`src/rtl/core/lkvc_pkg.sv`:
```
// Shared types, widths and helper functions of the LRU key-value cache.
package lkvc_pkg;

    // Number of slots in the store.
    localparam int ENTRIES  = 4;
    localparam int DATA_W   = 32;
    localparam int SLOT_W   = (ENTRIES > 1) ? $clog2(ENTRIES) : 1;
    localparam int RANK_W   = SLOT_W;
    localparam int COUNT_W  = $clog2(ENTRIES + 1);
    localparam int CAP_W    = 3;
    localparam int CMP_W    = (COUNT_W > CAP_W) ? COUNT_W : CAP_W;

    localparam logic [CAP_W-1:0] CAP_RESET = CAP_W'(4);

    typedef enum logic {
        CMD_GET = 1'b0,
        CMD_PUT = 1'b1
    } t_cmd;

    // Commands from the controller to the datapath.
    typedef struct packed {
        logic latch;
        logic lookup;
        logic update;
    } t_ctrl;

    // A capacity of zero behaves as one, anything above the slot count as the slot count.
    function automatic logic [CMP_W-1:0] eff_capacity(input logic [CAP_W-1:0] cap);
        logic [CMP_W-1:0] c;
        c = CMP_W'(cap);
        if (cap == '0) begin
            c = CMP_W'(1);
        end
        if (c > CMP_W'(ENTRIES)) begin
            c = CMP_W'(ENTRIES);
        end
        return c;
    endfunction

endpackage

```
`src/rtl/core/lkvc_ctrl.sv`:
```
// Controller state machine that sequences lookup and update of each item.
module lkvc_ctrl (
    input  logic            i_clk,
    input  logic            i_rst_n,
    input  logic            i_start,
    output logic            o_busy,
    output lkvc_pkg::t_ctrl o_ctrl
);
    import lkvc_pkg::*;

    typedef enum logic [1:0] {
        S_IDLE,
        S_LOOKUP,
        S_UPDATE
    } t_state;

    t_state r_state;
    logic   r_busy;
    logic   accept;

    assign accept        = i_start && !r_busy;
    assign o_busy        = r_busy;
    assign o_ctrl.latch  = accept;
    assign o_ctrl.lookup = (r_state == S_LOOKUP);
    assign o_ctrl.update = (r_state == S_UPDATE);

    always_ff @(posedge i_clk) begin
        if (!i_rst_n) begin
            r_state <= S_IDLE;
            r_busy  <= 1'b0;
        end else begin
            case (r_state)
                S_IDLE: begin
                    if (accept) begin
                        r_state <= S_LOOKUP;
                        r_busy  <= 1'b1;
                    end
                end
                S_LOOKUP: begin
                    r_state <= S_UPDATE;
                    r_busy  <= 1'b0;
                end
                S_UPDATE: begin
                    if (accept) begin
                        r_state <= S_LOOKUP;
                        r_busy  <= 1'b1;
                    end else begin
                        r_state <= S_IDLE;
                    end
                end
                default: begin
                    r_state <= S_IDLE;
                    r_busy  <= 1'b0;
                end
            endcase
        end
    end

endmodule

```
`src/rtl/core/lkvc_datapath.sv`:
```
// Datapath: key match, recency ranks, slot selection, stores and result registers.
module lkvc_datapath (
    input  logic                                  i_clk,
    input  logic                                  i_rst_n,
    input  lkvc_pkg::t_ctrl                       i_ctrl,
    input  logic                                  i_cfg_we,
    input  logic [lkvc_pkg::CAP_W-1:0]            i_cfg_data,
    input  logic                                  i_command,
    input  logic signed [lkvc_pkg::DATA_W-1:0]    i_key,
    input  logic signed [lkvc_pkg::DATA_W-1:0]    i_value,
    output logic                                  o_valid,
    output logic                                  o_found,
    output logic signed [lkvc_pkg::DATA_W-1:0]    o_read_value
);
    import lkvc_pkg::*;

    // Item held for the duration of its work.
    t_cmd              r_cmd;
    logic [DATA_W-1:0] r_key;
    logic [DATA_W-1:0] r_val;

    // Stores and replacement state.
    logic [DATA_W-1:0]  r_keys   [ENTRIES];
    logic [DATA_W-1:0]  r_values [ENTRIES];
    logic               r_valid  [ENTRIES];
    logic [RANK_W-1:0]  r_rank   [ENTRIES];
    logic [COUNT_W-1:0] r_count;
    logic [CAP_W-1:0]   r_capacity;

    // Lookup results.
    logic              r_hit;
    logic [SLOT_W-1:0] r_slot;
    logic              r_evict;
    logic [SLOT_W-1:0] r_victim;
    logic [DATA_W-1:0] r_rd_value;

    // Result registers.
    logic              r_out_valid;
    logic              r_found;
    logic [DATA_W-1:0] r_read_value;

    logic              match_any;
    logic [SLOT_W-1:0] match_slot;
    logic              full;
    logic [SLOT_W-1:0] victim;
    logic [SLOT_W-1:0] free_slot;

    always_comb begin
        match_any  = 1'b0;
        match_slot = '0;
        victim     = '0;
        free_slot  = '0;
        full       = (CMP_W'(r_count) >= eff_capacity(r_capacity));
        // Lowest-numbered slot wins in each search.
        for (int i = ENTRIES - 1; i >= 0; i--) begin
            if (r_valid[i] && (r_keys[i] == r_key)) begin
                match_any  = 1'b1;
                match_slot = SLOT_W'(i);
            end
        end
        // Valid ranks are always 0 .. count-1, so the oldest holds count-1.
        for (int i = ENTRIES - 1; i >= 0; i--) begin
            if (r_valid[i] && (r_rank[i] == RANK_W'(r_count - COUNT_W'(1)))) begin
                victim = SLOT_W'(i);
            end
        end
        for (int i = ENTRIES - 1; i >= 0; i--) begin
            if (!r_valid[i] || (full && (victim == SLOT_W'(i)))) begin
                free_slot = SLOT_W'(i);
            end
        end
    end

    // Payload registers and stores.
    always_ff @(posedge i_clk) begin
        if (i_ctrl.latch) begin
            r_cmd <= t_cmd'(i_command);
            r_key <= i_key;
            r_val <= i_value;
        end
        if (i_ctrl.lookup) begin
            r_slot     <= match_any ? match_slot : free_slot;
            r_victim   <= victim;
            r_rd_value <= r_values[match_slot];
        end
        if (i_ctrl.update) begin
            if (r_cmd == CMD_PUT) begin
                r_values[r_slot] <= r_val;
                if (!r_hit) begin
                    r_keys[r_slot] <= r_key;
                end
            end
            r_found      <= r_hit;
            r_read_value <= (r_hit && (r_cmd == CMD_GET)) ? r_rd_value : '0;
        end
    end

    // Control state.
    always_ff @(posedge i_clk) begin
        if (!i_rst_n) begin
            for (int i = 0; i < ENTRIES; i++) begin
                r_valid[i] <= 1'b0;
                r_rank[i]  <= '0;
            end
            r_count     <= '0;
            r_capacity  <= CAP_RESET;
            r_hit       <= 1'b0;
            r_evict     <= 1'b0;
            r_out_valid <= 1'b0;
        end else begin
            r_out_valid <= i_ctrl.update;
            if (i_cfg_we) begin
                r_capacity <= i_cfg_data;
            end
            if (i_ctrl.lookup) begin
                r_hit   <= match_any;
                r_evict <= !match_any && full;
            end
            if (i_ctrl.update) begin
                if (r_hit) begin
                    // Promote: entries more recent than the hit age by one.
                    for (int i = 0; i < ENTRIES; i++) begin
                        if (r_valid[i] && (r_rank[i] < r_rank[r_slot])) begin
                            r_rank[i] <= r_rank[i] + RANK_W'(1);
                        end
                    end
                    r_rank[r_slot] <= '0;
                end else if (r_cmd == CMD_PUT) begin
                    for (int i = 0; i < ENTRIES; i++) begin
                        if (r_valid[i] && !(r_evict && (r_victim == SLOT_W'(i)))) begin
                            r_rank[i] <= r_rank[i] + RANK_W'(1);
                        end
                    end
                    // When the victim's own slot takes the new pair it simply stays valid.
                    if (r_evict && (r_victim != r_slot)) begin
                        r_valid[r_victim] <= 1'b0;
                    end
                    r_valid[r_slot] <= 1'b1;
                    r_rank[r_slot]  <= '0;
                    if (!r_evict) begin
                        r_count <= r_count + COUNT_W'(1);
                    end
                end
            end
        end
    end

    assign o_valid      = r_out_valid;
    assign o_found      = r_found;
    assign o_read_value = r_read_value;

endmodule

```
`src/rtl/core/lru_key_value_cache_core.sv`:
```
// Top level of the LRU key-value cache: controller plus datapath.
//
//  channel   direction  handshake            payload
//  -------   ---------  -------------------  --------------------------------
//  request   in         start, busy          i_command, i_key, i_value
//  result    out        o_valid (strobe)     o_found, o_read_value
//  config    in         i_cfg_we             i_cfg_data (capacity)
//
// An item is accepted at a clock edge where start is high and busy is low. It
// then takes a lookup cycle (key compare, hit, victim and free slot) with busy
// high and an update cycle (stores and ranks) in which the next item can be
// taken. o_valid is high for one cycle, registered at the end of the update
// cycle. Reset is synchronous: valid bits, ranks and count clear and capacity
// returns to four.
module lru_key_value_cache_core (
    input  logic                                  i_clk,
    input  logic                                  i_rst_n,
    input  logic                                  start,
    output logic                                  busy,
    input  logic                                  i_command,
    input  logic signed [lkvc_pkg::DATA_W-1:0]    i_key,
    input  logic signed [lkvc_pkg::DATA_W-1:0]    i_value,
    input  logic                                  i_cfg_we,
    input  logic [lkvc_pkg::CAP_W-1:0]            i_cfg_data,
    output logic                                  o_valid,
    output logic                                  o_found,
    output logic signed [lkvc_pkg::DATA_W-1:0]    o_read_value
);
    import lkvc_pkg::*;

    // Command bundle from the sequencer into the datapath.
    t_ctrl ctrl;

    lkvc_ctrl u_ctrl (
        .i_clk   (i_clk),
        .i_rst_n (i_rst_n),
        .i_start (start),
        .o_busy  (busy),
        .o_ctrl  (ctrl)
    );

    // The datapath holds the key and value stores, the recency ranks and
    // the result registers, moved only by the controller; capacity by i_cfg_we.
    lkvc_datapath u_datapath (
        .i_clk        (i_clk),
        .i_rst_n      (i_rst_n),
        .i_ctrl       (ctrl),
        .i_cfg_we     (i_cfg_we),
        .i_cfg_data   (i_cfg_data),
        .i_command    (i_command),
        .i_key        (i_key),
        .i_value      (i_value),
        .o_valid      (o_valid),
        .o_found      (o_found),
        .o_read_value (o_read_value)
    );

endmodule

```
`config.mk`:
```
export PLATFORM = sky130hd
export DESIGN_NAME = lru_key_value_cache_core
export DESIGN_NICKNAME = d
export VERILOG_FILES = /design/src/rtl/core/lkvc_pkg.sv /design/src/rtl/core/lkvc_ctrl.sv /design/src/rtl/core/lkvc_datapath.sv /design/src/rtl/core/lru_key_value_cache_core.sv
export SDC_FILE = /design/constraint.sdc
export NUM_CORES = 1
export LEC_CHECK = 0
export BUFFER_PORTS_ARGS = -buffer_cell sky130_fd_sc_hd__buf_2
export CAP_MARGIN = 20
export CORE_ASPECT_RATIO = 0.7
export CORE_MARGIN = 3
export CORE_UTILIZATION = 40
export CTS_BUF_LIST = sky130_fd_sc_hd__clkbuf_4 sky130_fd_sc_hd__clkbuf_8 sky130_fd_sc_hd__clkbuf_16
export DETAILED_ROUTE_END_ITERATION = 7
export PLACE_DENSITY = 0.63
export SYNTH_ARGS = -nofsm -noshare
export SYNTH_HDL_FRONTEND = slang
export SYNTH_HIERARCHICAL = 1
export SYNTH_SLANG_ARGS = --single-unit
export TNS_END_PERCENT = 30
```
`constraint.sdc`:
```
create_clock -name i_clk -period 5.1 [get_ports i_clk]
set_clock_uncertainty 0.05 [all_clocks]
set_input_delay 0.255 -clock i_clk [delete_from_list [all_inputs] [get_ports i_clk]]
set_output_delay 0.255 -clock i_clk [all_outputs]
set_load 0.02 [all_outputs]
```
* Word-level counts from Yosys, hierarchy flattened *
Memories as Yosys holds them, arrays and structs flattened. A register that Yosys moved wholly into a read port is not among the register bits.
Cells that the tools add are included.

word-level totals
  bits of input ports = 72
  bits in writable memories = 268
  memories kept = 4
  bits in read-only memories = 0
  register bits after elaboration = 114
  latch bits = 0

operators by class
  multipliers = 0
  bitwise operators = 12
  divide/modulo/power cells = 0
  equality and inequality tests = 18
  multiplexer cells = 104
  order comparisons = 6
  shift-type cells = 0
  $add $sub $neg = 6
  reductions and logical operators = 51

memories
  name                 words  width  read ports  clocked after memory_dff  write ports  line                 text
  u_datapath.r_keys    4      32     4           0                         1            lkvc_datapath.sv:23  logic [DATA_W-1:0] r_keys [ENTRIES];
  u_datapath.r_values  4      32     1           1                         1            lkvc_datapath.sv:24  logic [DATA_W-1:0] r_values [ENTRIES];
  u_datapath.r_rank    4      2      5           1                         5            lkvc_datapath.sv:26  logic [RANK_W-1:0] r_rank [ENTRIES];
  u_datapath.r_valid   4      1      4           0                         4            lkvc_datapath.sv:25  logic r_valid [ENTRIES];

operators by type and width
  operator                                                                 number
  32-bit equality test                                                     4
  1-bit two-way mux                                                        75
  2-bit two-way mux                                                        26
  1-bit logical AND                                                        28
  2-bit equality test, second input constant                               5
  1-bit logical NOT                                                        10
  1-bit OR                                                                 9
  2-bit by 1-bit adder with 2-bit output, second input constant            4
  2-bit equality test                                                      4
  2-bit < comparator                                                       4
  2-bit by 1-bit equality test with 1-bit output, second input constant    3
  2-bit logical NOT                                                        3
  3-bit two-way mux                                                        2
  2-bit one-hot mux with 3 select lines                                    1
  1-bit logical OR                                                         4
  4-bit AND reduction                                                      1
  3-bit by 1-bit adder with 3-bit output, second input constant            1
  3-bit greater-or-equal comparator                                        1
  3-bit > comparator, second input constant                                1
  3-bit logical NOT                                                        1
  1-bit NOT                                                                3
  2-bit by 1-bit inequality test with 1-bit output, second input constant  1
  2-bit inequality test                                                    1
  2-bit AND reduction                                                      1
  3 further kinds                                                          4

* Longest topological paths before layout *
  depth after elaboration = 16
  gate-level depth with buffers = 10

* Modules after synthesis *
Netlist, hierarchy kept.

by module, submodules not included
  module         times used  seq. area each (µm²)  cells an instance  area an instance (µm²)
  lkvc_datapath  1           12191.7               905                16084.2
  lkvc_ctrl      1           60.1                  11                 128.9

* Worst setup path before layout *
OpenSTA, ideal clock, no wires.

  kind = register to register
  start = register u_ctrl.r_state[0]
  end = memory u_datapath.r_keys[0][0] (enable)
  data required time = 4587 ps
  period minus slack after synthesis = 4750 ps
  data arrival time = 4237 ps
  path buffers = 1
  setup time = 463 ps
  setup slack = 350 ps
  stages on the path, launching flop included = 6
  cells stage by stage = dfxtp_1 > and2b_1 > nand2_1 > or2_2 > clkbuf_1 > nor3_1

RTL lines
  element                 line                 text
  from (decl)             lkvc_ctrl.sv:17      t_state r_state;
  from (signal assigned)  lkvc_ctrl.sv:29      r_state <= S_IDLE;
  from (signal assigned)  lkvc_ctrl.sv:35      r_state <= S_LOOKUP;
  from (signal assigned)  lkvc_ctrl.sv:40      r_state <= S_UPDATE;
  to (decl)               lkvc_datapath.sv:23

* Worst setup path after layout *
  start = register u_datapath.r_key[25]
  end = register u_datapath.r_rd_value[1], read port of u_datapath.r_values (data pin)

on the way
  cells in the longest elaborated chain, start to end = 6
  elaborated cells between the ends (all ways) = 12
  classes of those cells = eq/ne (4); mux (4); reduce/logical (4)

ends and longest elaborated chain
  element                          line                 text
  from (decl)                      lkvc_datapath.sv:19  logic [DATA_W-1:0] r_key;
  from (signal assigned)           lkvc_datapath.sv:78  r_key <= i_key;
  32-bit equality test             lkvc_datapath.sv:56  if (r_valid[i] && (r_keys[i] == r_key)) begin
  1-bit logical AND                lkvc_datapath.sv:56
  2-bit two-way mux (3 in series)  lkvc_datapath.sv:56
  2-bit two-way mux (*)            lkvc_datapath.sv:56
  to (decl)                        lkvc_datapath.sv:35  logic [DATA_W-1:0] r_rd_value;

Every way passes the cells marked *; elsewhere a longest branch is shown, timed or not.
A chain may end at the register's enable or synchronous reset.

==> results.py <==
metrics = {
    "timing": {
        "post-route-period-util_pct": 67.6,
        "tightest_slew_ns": 1.05,
        "max_freq_mhz": 290,
        "maxSlewViolCount": 0,
        "finalHoldViolCount": 0,
        "rsz0062_at_grt": "false",
        "fin_ws_ns": 1.65,
        "finalSetupTns_ns": 0,
        "setup_viol_count_final": 0,
        "slew-limit-headroom_pct": 30.1,
        "layout_min_cycle_time_ns": 3.45,
    },
    "power_and_ir_drop": {
        "pwr-share-clk_pct": 42.5,
        "power_frac_seq_pct": 54.2,
        "ir_worst_vdd_v": 0.000298,
        "leakage_nw": 6.46,
        "combPwrFrac_pct": 3.3,
        "intPower_mw": 5.72,
        "power_density_mw_per_mm2": 369,
        "swShare_pct": 20.5,
        "fin_total_pwr_mw": 7.19,
        "power.switching_mw": 1.47,
    },
    "cts": {
        "cts.sinks": 416,
        "cts_hold_buf": 73,
        "insertion_delay_ns": 0.55,
        "post-cts-setup-buffers": 0,
        "cts_buffers": 40,
        "clock_path_buffers": 3,
        "clk_pin_slew_ns": 0.06,
        "cts_tree": "yes",
        "cts.repair.resized": 0,
        "root_buffer": "clkbuf_16",
        "cts_max_level": 2,
    },
    "layout": {
        "syn2layout_area_growth_pct": 20.3,
        "fin_nets": 1207,
        "drive_above_1_share_pct": 18.4,
        "diodes": 0,
        "utilization_pct": 48.9,
        "final_cells": 1693,
    },
    "logic_synthesis": {
        "synth_edf_count": 392,
        "synth_area_leader_cell": "edfxtp_1",
        "ys_ff_latch": 416,
        "synth.area.top_cells": "edfxtp_1 73%, xor2_1 6.9%, mux2i_1 6.1%",
        "synth-async-reset-ratio_pct": 0,
        "synth_compound_area_share_pct": 2.05,
        "synth_top_area_share_pct": 72.6,
        "synth_area_sq_mm": 0.0162,
        "synth-main-ff-cell": "edfxtp_1",
        "synth_nets": 996,
        "yosys.area_share.simple_pct": 6.05,
        "syn_area_per_cell_sq_um": 17.7,
        "yosys.cell_types.count": 56,
        "synth_warnings": 6,
        "synth_top_family_by_area": "XOR/XNOR gates",
        "synth.area.mux_share_pct": 6.54,
        "yosysSeqAreaShare_pct": 75.6,
        "synth-xor-area-share_pct": 7.67,
        "syn_inst": 916,
        "synth_fa_ha_area_share_pct": 0.617,
    },
    "placed_design": {
        "pre_cts_ws_ns": 1.58,
        "gp_congestion": 0.785,
        "hpwlAfterDp_microns": 18900,
        "dp_cells": 1546,
        "io_buffers": 106,
    },
    "route": {
        "vias": 8260,
        "ant_nets": 0,
        "firstDrtPassIters": 5,
        "totalWireLength_microns": 32000,
        "drc": 0,
        "via_per_inst": 4.88,
        "drt_first_iter_violations": 563,
        "post_drt_wl_per_cell_microns": 18.9,
    },
    "worst_setup_path": {
        "startpoint_type": "flip-flop",
        "r2r-end": "u_datapath/r_rd_value[1]",
        "rr_startpoint": "u_datapath/r_key[25]",
        "path_class": "flip-flop to flip-flop",
        "crit_path_start": "u_datapath/r_key[25]",
        "r2r_setup_slack_ns": 1.65,
        "path_max_fanout": 64,
        "cp.arrival_ns": 3.67,
        "worstPathRequired_ns": 5.32,
        "worstSetupEndpointType": "flip-flop",
        "r2r_cells": 8,
    },
    "floorplanning": {
        "row_count": 61,
        "die_w_microns": 247,
        "core_area_sq_mm": 0.0398,
        "die_area_sq_mm": 0.0430,
        "die_h_microns": 174,
        "ios": 107,
        "start_util_pct": 40.7,
    },
    "min_path": {
        "holdPathEnd": "u_datapath/r_valid[0]",
        "min_from": "i_rst_n",
        "hold_path_class": "input port to flip-flop",
        "hold_path_depth": 2,
    },
    "run_status": {
        "status": "complete, no violations",
    },
    "global_routing": {
        "track_usage_pct": 15.0,
        "antenna_found_initial": 0,
        "grt_pass1_vias": 8299,
        "grt_pass1_wl_microns": 49300,
        "grt_overflow": 0,
        "grt_max_degree": 65,
    },
    "flow_run": {
        "maxCapViolCount": 0,
    },
}
[critical path, stage by stage (launching register included)]
cell and delay, ns:
edfxtp_1 0.61, xor2_1 0.25, nor4_1 0.54, nand3_1 0.18
or3_4 0.39, a211oi_4 0.30, buf_12 0.42, mux2i_1 0.27
mux2i_1 0.11
[cell usage in the layout, fill, tap and decap left out, types with 4 or more instances in the layout]
master / n
a21oi_1: 6
and2_1: 37
buf_2: 106
buf_4: 12
bufinv_16: 5
clkbuf_16: 41
clkbuf_4: 8
clkinv_1: 7
clkinv_2: 6
dfxtp_1: 24
dlygate4sd3_1: 73
edfxtp_1: 392
ha_1: 8
inv_1: 6
mux2i_1: 98
nand2_1: 22
nand2b_1: 7
nand3_1: 13
nand4_1: 6
nor2_1: 16
nor2_4: 6
nor2b_1: 4
nor3b_1: 8
nor4_1: 27
o21a_1: 6
o21ai_0: 12
xnor2_1: 14
xor2_1: 128
[how the worst max path moves through the flow]
stage                                 to  slack, ns  cells after the start
5_1_grt        u_datapath/r_rd_value[13]       1.47                      8
2_1_floorplan    u_datapath/r_keys[0][0]       0.35                      5
4_1_cts         u_datapath/r_rd_value[1]       1.55                      8
3_5_place_dp   u_datapath/r_rd_value[13]       1.58                      8
6_report        u_datapath/r_rd_value[1]       1.65                      8
3_3_place_gp   u_datapath/r_rd_value[30]       1.62                      8
[metal layers]
metal | vias to the layer above | wire [microns] | track usage, %
met4 | 0 | 480 | 3.59
met3 | 38 | 1660 | 2.84
li1 | 3885 | - | -
met2 | 199 | 14600 | 23.2
met1 | 4138 | 15200 | 22.0
met5 | - | 0 | 0
[power groups by stage]
| stage | sequential (mW) | clock (mW) | combinational [mW] |
|---|---|---|---|
| after global placement | 3.96 | 0 | 0.197 |
| after CTS | 3.89 | 3.15 | 0.244 |
| after floorplan | 3.95 | 0 | 0.105 |
| after detailed placement | 3.97 | 0 | 0.198 |
| after global routing | 3.90 | 3.28 | 0.267 |
| final | 3.89 | 3.05 | 0.241 |
[cell families after synthesis]
family | count (synthesis)
compound gates | 47
xor+xnor | 142
mux | 103
flops | 416
buf+inv | 32
simple gates | 168
fa+ha+maj | 8
[synth_stat cells (7+ instances only)]
cell	number
and2_1	37
clkbuf_1	11
dfxtp_1	24
edfxtp_1	392
ha_1	8
mux2i_1	98
nand2_1	22
nand2b_1	7
nand3_1	13
nor2_1	22
nor3b_1	8
nor4_1	27
o21a_1	7
o21ai_0	12
xnor2_1	14
xor2_1	128
[through the flow]
stage	instance area, sq um	hold slack, ns
floorplan	16200	0.304
global placement	17400	0.381
detailed placement	17400	0.383
CTS	19500	0.130
global route	19500	0.167
finish	19500	0.161
[sequential cells by signal (all words and copies together), names as in the netlist, 2 cells and up, named ones only]
name	cells
u_datapath/r_keys	128
u_datapath/r_values	128
u_datapath/o_read_value	32
u_datapath/r_key	32
u_datapath/r_rd_value	32
u_datapath/r_val	32
u_datapath/r_rank	8
u_datapath/r_valid	4
u_datapath/r_capacity	3
u_datapath/r_count	3
u_ctrl/r_state	2
u_datapath/r_slot	2
u_datapath/r_victim	2
[final cells by class]
| type | instances | area [sq um] |
|---|---|---|
| Clock buffer | 49 | 1090 |
| Timing Repair Buffer | 193 | 1390 |
| Clock inverter | 24 | 288 |
| Sequential cell | 416 | 12300 |
| Inverter | 8 | 30.0 |
| Multi-Input combinational cell | 468 | 3780 |
| Fill cell | 3307 | 20300 |
| Tap cell | 535 | 669 |
Note: power is estimated with default switching activity, not from simulation.
